==> src/design/tsa_pkg.sv <==
// shared types, codes and constants of the trip statistics accumulator
package tsa_pkg;

  localparam int unsigned AvgScale    = 36;
  localparam int unsigned MetresPerKm = 1000;
  localparam int unsigned CfgIdxW     = 2;
  localparam int unsigned CfgDataW    = 16;
  localparam logic [7:0]  ClimbStepRst = 8'd5;
  localparam logic [9:0]  JumpLimitRst = 10'd50;

  typedef enum logic [2:0] {
    KIND_TICK      = 3'd0,
    KIND_CLEAR     = 3'd1,
    KIND_NEW_TRIP  = 3'd2,
    KIND_PAUSE_ON  = 3'd3,
    KIND_PAUSE_OFF = 3'd4,
    KIND_RESET_DAY = 3'd5,
    KIND_SET_TOTAL = 3'd6,
    KIND_NONE      = 3'd7
  } kind_e;

  typedef enum logic [1:0] {
    CFG_COUNT_TOTAL = 2'd0,
    CFG_CLIMB_STEP  = 2'd1,
    CFG_JUMP_LIMIT  = 2'd2,
    CFG_UNUSED      = 2'd3
  } cfg_idx_e;

  typedef struct packed {
    logic [2:0]         kind;
    logic [15:0]        odometer_m;
    logic [7:0]         speed_kmh;
    logic signed [15:0] altitude;
    logic [15:0]        set_km;
  } in_item_t;

  typedef struct packed {
    logic [31:0]        trip_distance;
    logic [7:0]         top_speed;
    logic [31:0]        moving_time;
    logic [31:0]        standing_time;
    logic signed [15:0] highest_alt;
    logic signed [15:0] lowest_alt;
    logic [31:0]        climbed;
    logic [31:0]        dropped;
    logic [15:0]        avg_moving;
    logic [15:0]        avg_overall;
    logic [31:0]        day_distance;
    logic [31:0]        lifetime_distance;
  } out_item_t;

  typedef struct packed {
    logic [CfgIdxW-1:0]  index;
    logic [CfgDataW-1:0] data;
  } cfg_item_t;

  // controller to datapath
  typedef struct packed {
    logic apply;     // update state from the captured word
    logic div_start; // load divider, sel picks the average
    logic div_sel;   // 0 moving, 1 overall
    logic div_step;
    logic div_store;
  } dp_cmd_t;

  typedef struct packed {
    logic div_last;
  } dp_sts_t;

endpackage

==> src/design/tsa_if.sv <==
// valid/ready channel interface
interface tsa_if #(
  parameter type payload_t = logic
);
  logic     valid;
  logic     ready;
  payload_t data;

  modport source (output valid, output data, input ready);
  modport sink (input valid, input data, output ready);
endinterface

==> src/design/tsa_ctrl.sv <==
// controller sequencing state update, two divisions and the result word
module tsa_ctrl (
  input  logic             clk_i,
  input  logic             rst_ni,
  input  logic             in_valid_i,
  output logic             in_ready_o,
  output logic             out_valid_o,
  input  logic             out_ready_i,
  output tsa_pkg::dp_cmd_t cmd_o,
  input  tsa_pkg::dp_sts_t sts_i
);
  import tsa_pkg::*;

  localparam logic [2:0] StIdle  = 3'd0;
  localparam logic [2:0] StApply = 3'd1;
  localparam logic [2:0] StDivM  = 3'd2;
  localparam logic [2:0] StDivO  = 3'd3;
  localparam logic [2:0] StOut   = 3'd4;
  localparam logic [2:0] StLoad  = 3'd5;

  logic [2:0] state_q, state_d;

  always_comb begin
    state_d     = state_q;
    cmd_o       = '0;
    in_ready_o  = 1'b0;
    out_valid_o = 1'b0;
    unique case (state_q)
      StIdle: begin
        in_ready_o = 1'b1;
        if (in_valid_i) state_d = StApply;
      end
      StApply: begin
        cmd_o.apply     = 1'b1;
        state_d         = StLoad;
      end
      StLoad: begin
        // divider loads from the statistics as updated by the apply cycle
        cmd_o.div_start = 1'b1;
        cmd_o.div_sel   = 1'b0;
        state_d         = StDivM;
      end
      StDivM: begin
        // step until the last quotient bit, then load the overall pass
        cmd_o.div_sel  = 1'b0;
        cmd_o.div_step = 1'b1;
        if (sts_i.div_last) begin
          cmd_o.div_store = 1'b1;
          cmd_o.div_start = 1'b1;
          cmd_o.div_sel   = 1'b1;
          state_d         = StDivO;
        end
      end
      StDivO: begin
        cmd_o.div_sel  = 1'b1;
        cmd_o.div_step = 1'b1;
        if (sts_i.div_last) begin
          cmd_o.div_store = 1'b1;
          state_d         = StOut;
        end
      end
      StOut: begin
        out_valid_o = 1'b1;
        if (out_ready_i) state_d = StIdle;
      end
      default: state_d = StIdle;
    endcase
  end

  always_ff @(posedge clk_i or negedge rst_ni) begin
    if (!rst_ni) begin
      state_q <= StIdle;
    end else begin
      state_q <= state_d;
    end
  end
endmodule

==> src/design/tsa_dp.sv <==
// datapath: statistics registers, config registers and a radix-2 divider
module tsa_dp (
  input  logic               clk_i,
  input  logic               rst_ni,
  input  logic               in_fire_i,
  input  tsa_pkg::in_item_t  in_data_i,
  input  logic               cfg_fire_i,
  input  tsa_pkg::cfg_item_t cfg_data_i,
  input  tsa_pkg::dp_cmd_t   cmd_i,
  output tsa_pkg::dp_sts_t   sts_o,
  output tsa_pkg::out_item_t out_o
);
  import tsa_pkg::*;

  localparam int unsigned NumW = 38; // 36 * 2^32 fits in 38 bits
  localparam int unsigned DenW = 33;
  localparam int unsigned CntW = 6;

  logic        count_total_q;
  logic [7:0]  climb_step_q;
  logic [9:0]  jump_limit_q;
  in_item_t    item_q;

  logic               paused_q;
  logic [15:0]        prev_odo_q, pend_q;
  logic signed [15:0] ref_alt_q, alt_high_q, alt_low_q;
  logic [31:0]        dist_q, move_q, still_q, asc_q, desc_q, day_q, total_q;
  logic [7:0]         peak_q;
  logic [15:0]        avg_m_q, avg_o_q;

  // tick arithmetic
  logic [15:0]        delta;
  logic signed [16:0] dalt;
  logic [16:0]        mag;
  logic               do_clear;
  assign delta    = item_q.odometer_m - prev_odo_q;
  assign dalt     = 17'(item_q.altitude) - 17'(ref_alt_q);
  assign mag      = dalt[16] ? 17'(-dalt) : 17'(dalt);
  assign do_clear = (item_q.kind == KIND_CLEAR) ||
                    ((item_q.kind == KIND_NEW_TRIP) && (dist_q != '0));

  always_ff @(posedge clk_i or negedge rst_ni) begin
    if (!rst_ni) begin
      count_total_q <= 1'b1;
      climb_step_q  <= ClimbStepRst;
      jump_limit_q  <= JumpLimitRst;
    end else if (cfg_fire_i) begin
      unique case (cfg_idx_e'(cfg_data_i.index))
        CFG_COUNT_TOTAL: count_total_q <= cfg_data_i.data[0];
        CFG_CLIMB_STEP:  climb_step_q  <= cfg_data_i.data[7:0];
        CFG_JUMP_LIMIT:  jump_limit_q  <= cfg_data_i.data[9:0];
        default: ;
      endcase
    end
  end

  always_ff @(posedge clk_i) begin
    if (in_fire_i) item_q <= in_data_i;
  end

  always_ff @(posedge clk_i or negedge rst_ni) begin
    if (!rst_ni) begin
      paused_q <= 1'b0; prev_odo_q <= '0; pend_q <= '0; ref_alt_q <= '0;
      dist_q <= '0; peak_q <= '0; move_q <= '0; still_q <= '0;
      alt_high_q <= '0; alt_low_q <= '0; asc_q <= '0; desc_q <= '0;
      day_q <= '0; total_q <= '0;
    end else if (cmd_i.apply) begin
      if (do_clear) begin
        paused_q <= 1'b0; dist_q <= '0; peak_q <= '0; move_q <= '0;
        still_q <= '0; asc_q <= '0; desc_q <= '0;
        alt_high_q <= item_q.altitude; alt_low_q <= item_q.altitude;
        ref_alt_q <= item_q.altitude;
      end else begin
        unique case (kind_e'(item_q.kind))
          KIND_TICK: begin
            prev_odo_q <= item_q.odometer_m;
            if (!paused_q) begin
              if (count_total_q) total_q <= total_q + 32'(delta);
              day_q  <= day_q + 32'(delta);
              dist_q <= dist_q + 32'(delta);
              if (item_q.speed_kmh > peak_q) peak_q <= item_q.speed_kmh;
              if (item_q.speed_kmh != '0) begin
                if (move_q != '0) still_q <= still_q + 32'(pend_q);
                move_q <= move_q + 32'd1;
                pend_q <= '0;
              end else begin
                pend_q <= pend_q + 16'd1;
              end
              if (item_q.altitude > alt_high_q) alt_high_q <= item_q.altitude;
              if (item_q.altitude < alt_low_q) alt_low_q <= item_q.altitude;
              if (mag < 17'(jump_limit_q)) begin
                if (mag > 17'(climb_step_q)) begin
                  if (!dalt[16]) asc_q <= asc_q + 32'(mag);
                  else desc_q <= desc_q + 32'(mag);
                  ref_alt_q <= item_q.altitude;
                end
              end else begin
                ref_alt_q <= item_q.altitude;
              end
            end
          end
          KIND_NEW_TRIP, KIND_PAUSE_OFF: paused_q <= 1'b0;
          KIND_PAUSE_ON:  paused_q <= 1'b1;
          KIND_RESET_DAY: day_q <= '0;
          KIND_SET_TOTAL: total_q <= 32'(item_q.set_km) * 32'(MetresPerKm);
          default: ;
        endcase
      end
    end
  end

  // restoring divider, one quotient bit per cycle
  logic [NumW-1:0] num_q;
  logic [DenW-1:0] den_q;
  logic [DenW:0]   rem_q;
  logic [CntW-1:0] cnt_q;
  logic [DenW:0]   rem_sh, rem_sub;
  logic [DenW-1:0] den_new;
  logic [15:0]     quo_sat;

  assign den_new = cmd_i.div_sel ? (33'(move_q) + 33'(still_q)) : 33'(move_q);
  assign rem_sh  = {rem_q[DenW-1:0], num_q[NumW-1]};
  assign rem_sub = rem_sh - {1'b0, den_q};
  assign sts_o.div_last = (cnt_q == CntW'(NumW - 1));
  // quotient as it stands after the final step
  assign quo_sat = (den_q == '0) ? 16'd0 :
                   ((num_q[NumW-2:0] >> 0) != '0 && |num_q[NumW-2:15]) ? 16'hFFFF :
                   {num_q[14:0], !rem_sub[DenW]};

  always_ff @(posedge clk_i) begin
    if (cmd_i.div_start) begin
      num_q <= NumW'(dist_q) * NumW'(AvgScale);
      den_q <= den_new;
      rem_q <= '0;
      cnt_q <= '0;
    end else if (cmd_i.div_step) begin
      num_q <= {num_q[NumW-2:0], !rem_sub[DenW]};
      rem_q <= rem_sub[DenW] ? rem_sh : rem_sub;
      cnt_q <= cnt_q + CntW'(1);
    end
    if (cmd_i.div_store) begin
      if (cmd_i.div_sel && !cmd_i.div_start) avg_o_q <= quo_sat;
      else avg_m_q <= quo_sat;
    end
  end

  assign out_o.trip_distance     = dist_q;
  assign out_o.top_speed         = peak_q;
  assign out_o.moving_time       = move_q;
  assign out_o.standing_time     = still_q;
  assign out_o.highest_alt       = alt_high_q;
  assign out_o.lowest_alt        = alt_low_q;
  assign out_o.climbed           = asc_q;
  assign out_o.dropped           = desc_q;
  assign out_o.avg_moving        = avg_m_q;
  assign out_o.avg_overall       = avg_o_q;
  assign out_o.day_distance      = day_q;
  assign out_o.lifetime_distance = total_q;
endmodule

==> src/design/trip_statistics_accumulator.sv <==
// top level of the trip statistics accumulator
//
//  channel  dir  payload            handshake
//  in       in   tsa_pkg::in_item_t  in_valid/in_ready
//  out      out  tsa_pkg::out_item_t out_valid/out_ready
//  cfg      in   tsa_pkg::cfg_item_t cfg_valid/cfg_ready
//
// a word goes through the accepting cycle, the apply state, the divider load,
// two 38-step passes of the shared one-bit-per-cycle divider for the two
// averages, and the output state.
// async reset clears all statistics but the two averages; no clearing pass.
// a new word is taken only after the result word has left;
// a stalled output holds its word. config writes are always taken.
module trip_statistics_accumulator (
  input logic clk_i,
  input logic rst_ni,
  tsa_if.sink   in_i,
  tsa_if.source out_o,
  tsa_if.sink   cfg_i
);
  import tsa_pkg::*;

  dp_cmd_t cmd;
  dp_sts_t sts;
  logic    in_ready;

  assign in_i.ready  = in_ready;
  assign cfg_i.ready = 1'b1;

  tsa_ctrl u_ctrl (
    .clk_i, .rst_ni,
    .in_valid_i  (in_i.valid),
    .in_ready_o  (in_ready),
    .out_valid_o (out_o.valid),
    .out_ready_i (out_o.ready),
    .cmd_o       (cmd),
    .sts_i       (sts)
  );

  tsa_dp u_dp (
    .clk_i, .rst_ni,
    .in_fire_i  (in_i.valid && in_ready),
    .in_data_i  (in_i.data),
    .cfg_fire_i (cfg_i.valid),
    .cfg_data_i (cfg_i.data),
    .cmd_i      (cmd),
    .sts_o      (sts),
    .out_o      (out_o.data)
  );
endmodule

==> src/flat_wrapper.sv <==
// flat-port wrapper written by rule: the top's interface ports become plain ports
module trip_statistics_accumulator_flat import tsa_pkg::*;
  (clk_i, rst_ni, in_i_valid, in_i_data, in_i_ready, out_o_valid, out_o_data, out_o_ready, cfg_i_valid, cfg_i_data, cfg_i_ready);
  tsa_if #(.payload_t(in_item_t)) in_i_i ();
  tsa_if #(.payload_t(out_item_t)) out_o_i ();
  tsa_if #(.payload_t(cfg_item_t)) cfg_i_i ();
  input logic clk_i;
  input logic rst_ni;
  input wire logic [$bits(in_i_i.valid)-1:0] in_i_valid;
  input wire logic [$bits(in_i_i.data)-1:0] in_i_data;
  output wire logic [$bits(in_i_i.ready)-1:0] in_i_ready;
  output wire logic [$bits(out_o_i.valid)-1:0] out_o_valid;
  output wire logic [$bits(out_o_i.data)-1:0] out_o_data;
  input wire logic [$bits(out_o_i.ready)-1:0] out_o_ready;
  input wire logic [$bits(cfg_i_i.valid)-1:0] cfg_i_valid;
  input wire logic [$bits(cfg_i_i.data)-1:0] cfg_i_data;
  output wire logic [$bits(cfg_i_i.ready)-1:0] cfg_i_ready;
  assign in_i_i.valid = in_i_valid;
  assign in_i_i.data = in_i_data;
  assign in_i_ready = in_i_i.ready;
  assign out_o_valid = out_o_i.valid;
  assign out_o_data = out_o_i.data;
  assign out_o_i.ready = out_o_ready;
  assign cfg_i_i.valid = cfg_i_valid;
  assign cfg_i_i.data = cfg_i_data;
  assign cfg_i_ready = cfg_i_i.ready;
  trip_statistics_accumulator u_core (.clk_i(clk_i), .rst_ni(rst_ni), .in_i(in_i_i), .out_o(out_o_i), .cfg_i(cfg_i_i));
endmodule
==> config.mk <==
export PLATFORM = sky130hd
export DESIGN_NAME = trip_statistics_accumulator_flat
export DESIGN_NICKNAME = d
export VERILOG_FILES = /design/src/design/tsa_pkg.sv /design/src/design/tsa_if.sv /design/src/design/tsa_ctrl.sv /design/src/design/tsa_dp.sv /design/src/design/trip_statistics_accumulator.sv /design/src/flat_wrapper.sv
export SDC_FILE = /design/constraint.sdc
export NUM_CORES = 2
export LEC_CHECK = 0
export ABC_AREA = 1
export BUFFER_PORTS_ARGS = -buffer_cell sky130_fd_sc_hd__buf_2
export CAP_MARGIN = 40
export CORE_ASPECT_RATIO = 0.8
export CORE_MARGIN = 2
export CORE_UTILIZATION = 35
export DETAILED_ROUTE_END_ITERATION = 10
export PLACE_DENSITY = 0.53
export SLEW_MARGIN = 30
export SYNTH_ARGS = -nofsm -noshare
export SYNTH_HDL_FRONTEND = slang
export SYNTH_HIERARCHICAL = 1
export SYNTH_SLANG_ARGS = --single-unit
==> constraint.sdc <==
create_clock -name clk_i -period 5.1 [get_ports clk_i]
set_clock_uncertainty 0.15 [all_clocks]
set_input_delay 0.765 -clock clk_i [delete_from_list [all_inputs] [get_ports clk_i]]
set_output_delay 0.765 -clock clk_i [all_outputs]
set_load 0.05 [all_outputs]
==> run metrics <==
status=finished, final reports clean; cell area power density=212 mW/mm^2; crit-path cells=ha_1 > inv_1 > nor3_1 > nand2_1 > o211ai_1 > nand2_1 > nand2_1 > a21o_1 > nand2_1 > a21oi_1 > xnor2_1 > inv_1 > ha_1 > nand2_1 > nor4_1 > a21oi_2 > o21ai_2 > nand2_1 > nor2_1 > nand4_1 > xor2_1 > nor2_1; Placer Congestion=0.933; Mapped Nets=5701; Leak Pwr=23.0 nW; dpl cell area=0.0440 sq mm; vias per inst=5.12; hold depth=1; Crit path buffers/inverters=2; Initial Util=35.3%; count of final setup violators=0; CTS tree=yes; Hold Path End=u_core/u_dp/item_q[33]$_DFFE_PP_; ys flop type=dfrtp_1; post-route ant nets=0; Clock Sinks=536; routed wl met3=9900 microns; VDD IR max=0.000239 V; DR vias=36900; Cell Rows=110; reg-to-reg slack, setup=0.20 ns; synthesized area per cell=7.68 sq um; CP Max Fanout=7; Final Max Slew Viols=0; synth-to-layout area growth=17.3%; Synth warnings=6; Synth top area share=20.7%; max incr delay on CP=0.54 ns; largest net degree at the start of global routing=88; Met2 Wirelength=55900 microns; RSZ-0062 raised after global routing=yes; Tot Pwr=9.92 mW; Crit. Startpoint=u_core/u_dp/item_q[45]$_DFFE_PP_; crit-path most repeated cell=nand2_1; WL final=136000 microns; # DRC=0; Metal-1 WL=66200 microns; I/O Pins=381; Post-synth EDFFs=160; worst relative slew slack=48.0%; DR WL/cell=18.9 microns; latest clock arrival within the worst-skew pair=0.67 ns; final period utilization=96.1%; Final Hold Viols=0; Port-buffer cells=373; Final Core Density=41.4%; setup TNS=0 ns; CTS clk-pin slew, worst paths=0.06 ns; CP Class=register to register; Die X-Extent=381 microns; Cells after DPL=7073; Root Buffer=clkbuf_16; synth top area cells=dfrtp_1 (21%), edfxtp_1 (12%), ha_1 (12%); Yosys reg bits=536; type of origin of the critical path=register; Worst Path Required=5.46 ns; Seq/Total Area, Yosys=35.2%; WP data arrival=5.27 ns; worst min-delay path startpoint=in_i_data[33]; number of max-cap violations=0; DP HPWL=107000 microns; Yosys cell types=66; worst slew pin tran=0.772 ns; top sig layer=met5; CP Capture Type=register; ys async rst share=62.5%; R2R depth=22; full die area=0.117 sq mm; cell count after synthesis=5187; share of layout cells above drive strength 1=12.7%; CTS H-tree lvls=3; FMAX=204 MHz; worst r2r src=u_core/u_dp/item_q[45]$_DFFE_PP_; DRT iter0 DRCs=3076; Worst Hold Class=input pin to register; Die Span Y=306 microns; fin crit period=4.90 ns; gr usage total=22.9%; Yosys top cell by area=dfrtp_1; CTS max path bufs=3; Pre-antenna DRT Iters=6; Final Instance Count excl. Fillers=7209; Worst path top cell family by delay=simple AND/OR/NAND/NOR gates; R2R Path End=u_core/u_dp/total_q[29]$_DFFE_PN0P_; Overflow after GRT=0; first-pass GRT wire length=207000 microns; Slowest-stage cell, CP=edfxtp_1; post-route cell area=0.0467 sq mm; Mapped Area=0.0398 sq mm; Nets=6153; antenna violations before repair=9; vias in the first global route=34100; Core ar.=0.113 sq mm; Num CTS Buffers=68
-- metal layers --
| metal | global-route usage [%] | vias to the layer above |
|---|---|---|
| met5 | 0 | - |
| met2 | 32.8 | 1047 |
| met4 | 7.18 | 4 |
| li1 | - | 18400 |
| met3 | 5.52 | 176 |
| met1 | 33.7 | 17200 |
-- metrics by stage --
| stage | hold slack (ns) | setup WS (ns) |
|---|---|---|
| floorplan | 0.287 | 0.352 |
| global placement | 0.306 | 0.149 |
| global route | 0.0701 | -0.0988 |
| CTS | 0.0559 | 0.0854 |
| detailed placement | 0.309 | 0.152 |
| finish | 0.117 | 0.197 |
-- cells in the mapped netlist (all sizes together), types with 8 or more instances --
cell and instances:
nand2 1159, inv 669, nor2 460, a21oi 410, o21ai 406, ha 367
dfrtp 329, nand3 285, edfxtp 160, nor3 109, xor2 99, xnor2 93
nand4 79, clkbuf 75, fa 65, nor4 50, dfxtp 41, buf 35
a31oi 33, o22ai 30, o31ai 28, a21o 26, o211ai 22, or2 22
o21a 18, a21boi 12, o21bai 12, o2bb2ai 11, a22o 9, nand3b 9
a32o 8, nor3b 8
-- kinds of logic after synthesis --
group | synth area share, %
AOI/OAI and AO/OA | 14.8
adders and majority gates | 14.8
buffers and inverters | 7.66
DFF | 35.2
other | 0.00942
xor gates and xnor gates | 4.22
and+or+nand+nor | 23.3
-- what timing repair did --
action	in CTS	in global routing
endpoints found under the hold margin	71	0
hold buffers	1	0
setup endpoints to repair	0	98
resized for setup	0	46
buffers inserted	0	4
-- cell type report --
type / instances / area [sq um]
inverters: 672 / 2530
multi-input cells: 3869 / 23000
diodes: 4 / 10.0
repair buffers: 492 / 2840
well taps: 1512 / 1890
fillers: 11600 / 66000
clock buffers: 98 / 2020
flip-flops and latches: 536 / 14000
clock inverters: 26 / 397
-- cells in the final DEF, fill, tap and decap left out, types with 7 or more instances in the layout --
cell and instances:
nand4_1 78, buf_2 373, a21boi_0 11, clkbuf_16 75, o21a_1 18, a22o_1 9, clkbuf_1 17, o21bai_1 12
xnor2_1 92, dfxtp_1 41, nand2_1 1141, bufinv_16 9, o2bb2ai_1 11, o31ai_1 28, o21ai_1 8, clkinv_2 7
nor3_1 106, o21ai_0 392, nor2_1 448, xor2_1 96, nand3b_1 9, a21oi_1 404, o211ai_1 22, a31oi_1 33
edfxtp_1 160, inv_1 643, ha_1 359, or2_2 22, a32o_1 8, dfrtp_1 329, inv_2 24, nand2_2 15
buf_4 106, nor3b_1 8, fa_1 64, nor2_2 11, nor4_1 48, o22ai_1 28, nand3_1 279, a21o_1 26
-- power by group --
part	internal (mW)	switching [mW]
Sequential	4.44	0.0131
Clock	3.23	2.05
Combinational	0.0608	0.130
Total	7.73	2.19
-- sequential cells by signal (all words and copies together), names as in the netlist, 10 cells and up --
signal and count:
u_core/u_dp/avg_m_q 16, u_core/u_dp/total_q 32, u_core/u_dp/jump_limit_q 10, u_core/u_dp/rem_q 33, u_core/u_dp/asc_q 32, u_core/u_dp/still_q 32
u_core/u_dp/pend_q 16, u_core/u_dp/avg_o_q 16, u_core/u_dp/num_q 38, u_core/u_dp/alt_low_q 16, u_core/u_dp/den_q 33, u_core/u_dp/dist_q 32
u_core/u_dp/alt_high_q 16, u_core/u_dp/prev_odo_q 16, u_core/u_dp/day_q 32, u_core/u_dp/desc_q 32, u_core/u_dp/ref_alt_q 16, u_core/u_dp/item_q 59
u_core/u_dp/move_q 32
-- how the worst max path moves through the flow --
| stage | end | slack (ns) | depth (start not counted) |
|---|---|---|---|
| after detailed placement | u_core/u_dp/desc_q[28]$_DFFE_PN0P_ | 0.15 | 27 |
| after global placement | u_core/u_dp/total_q[25]$_DFFE_PN0P_ | 0.15 | 22 |
| after CTS | u_core/u_dp/total_q[29]$_DFFE_PN0P_ | 0.09 | 21 |
| after floorplan | u_core/u_dp/desc_q[28]$_DFFE_PN0P_ | 0.35 | 26 |
| after global routing | u_core/u_dp/total_q[29]$_DFFE_PN0P_ | -0.1 | 20 |
| final | u_core/u_dp/total_q[29]$_DFFE_PN0P_ | 0.20 | 22 |
Power figures use the tool's default switching activity.
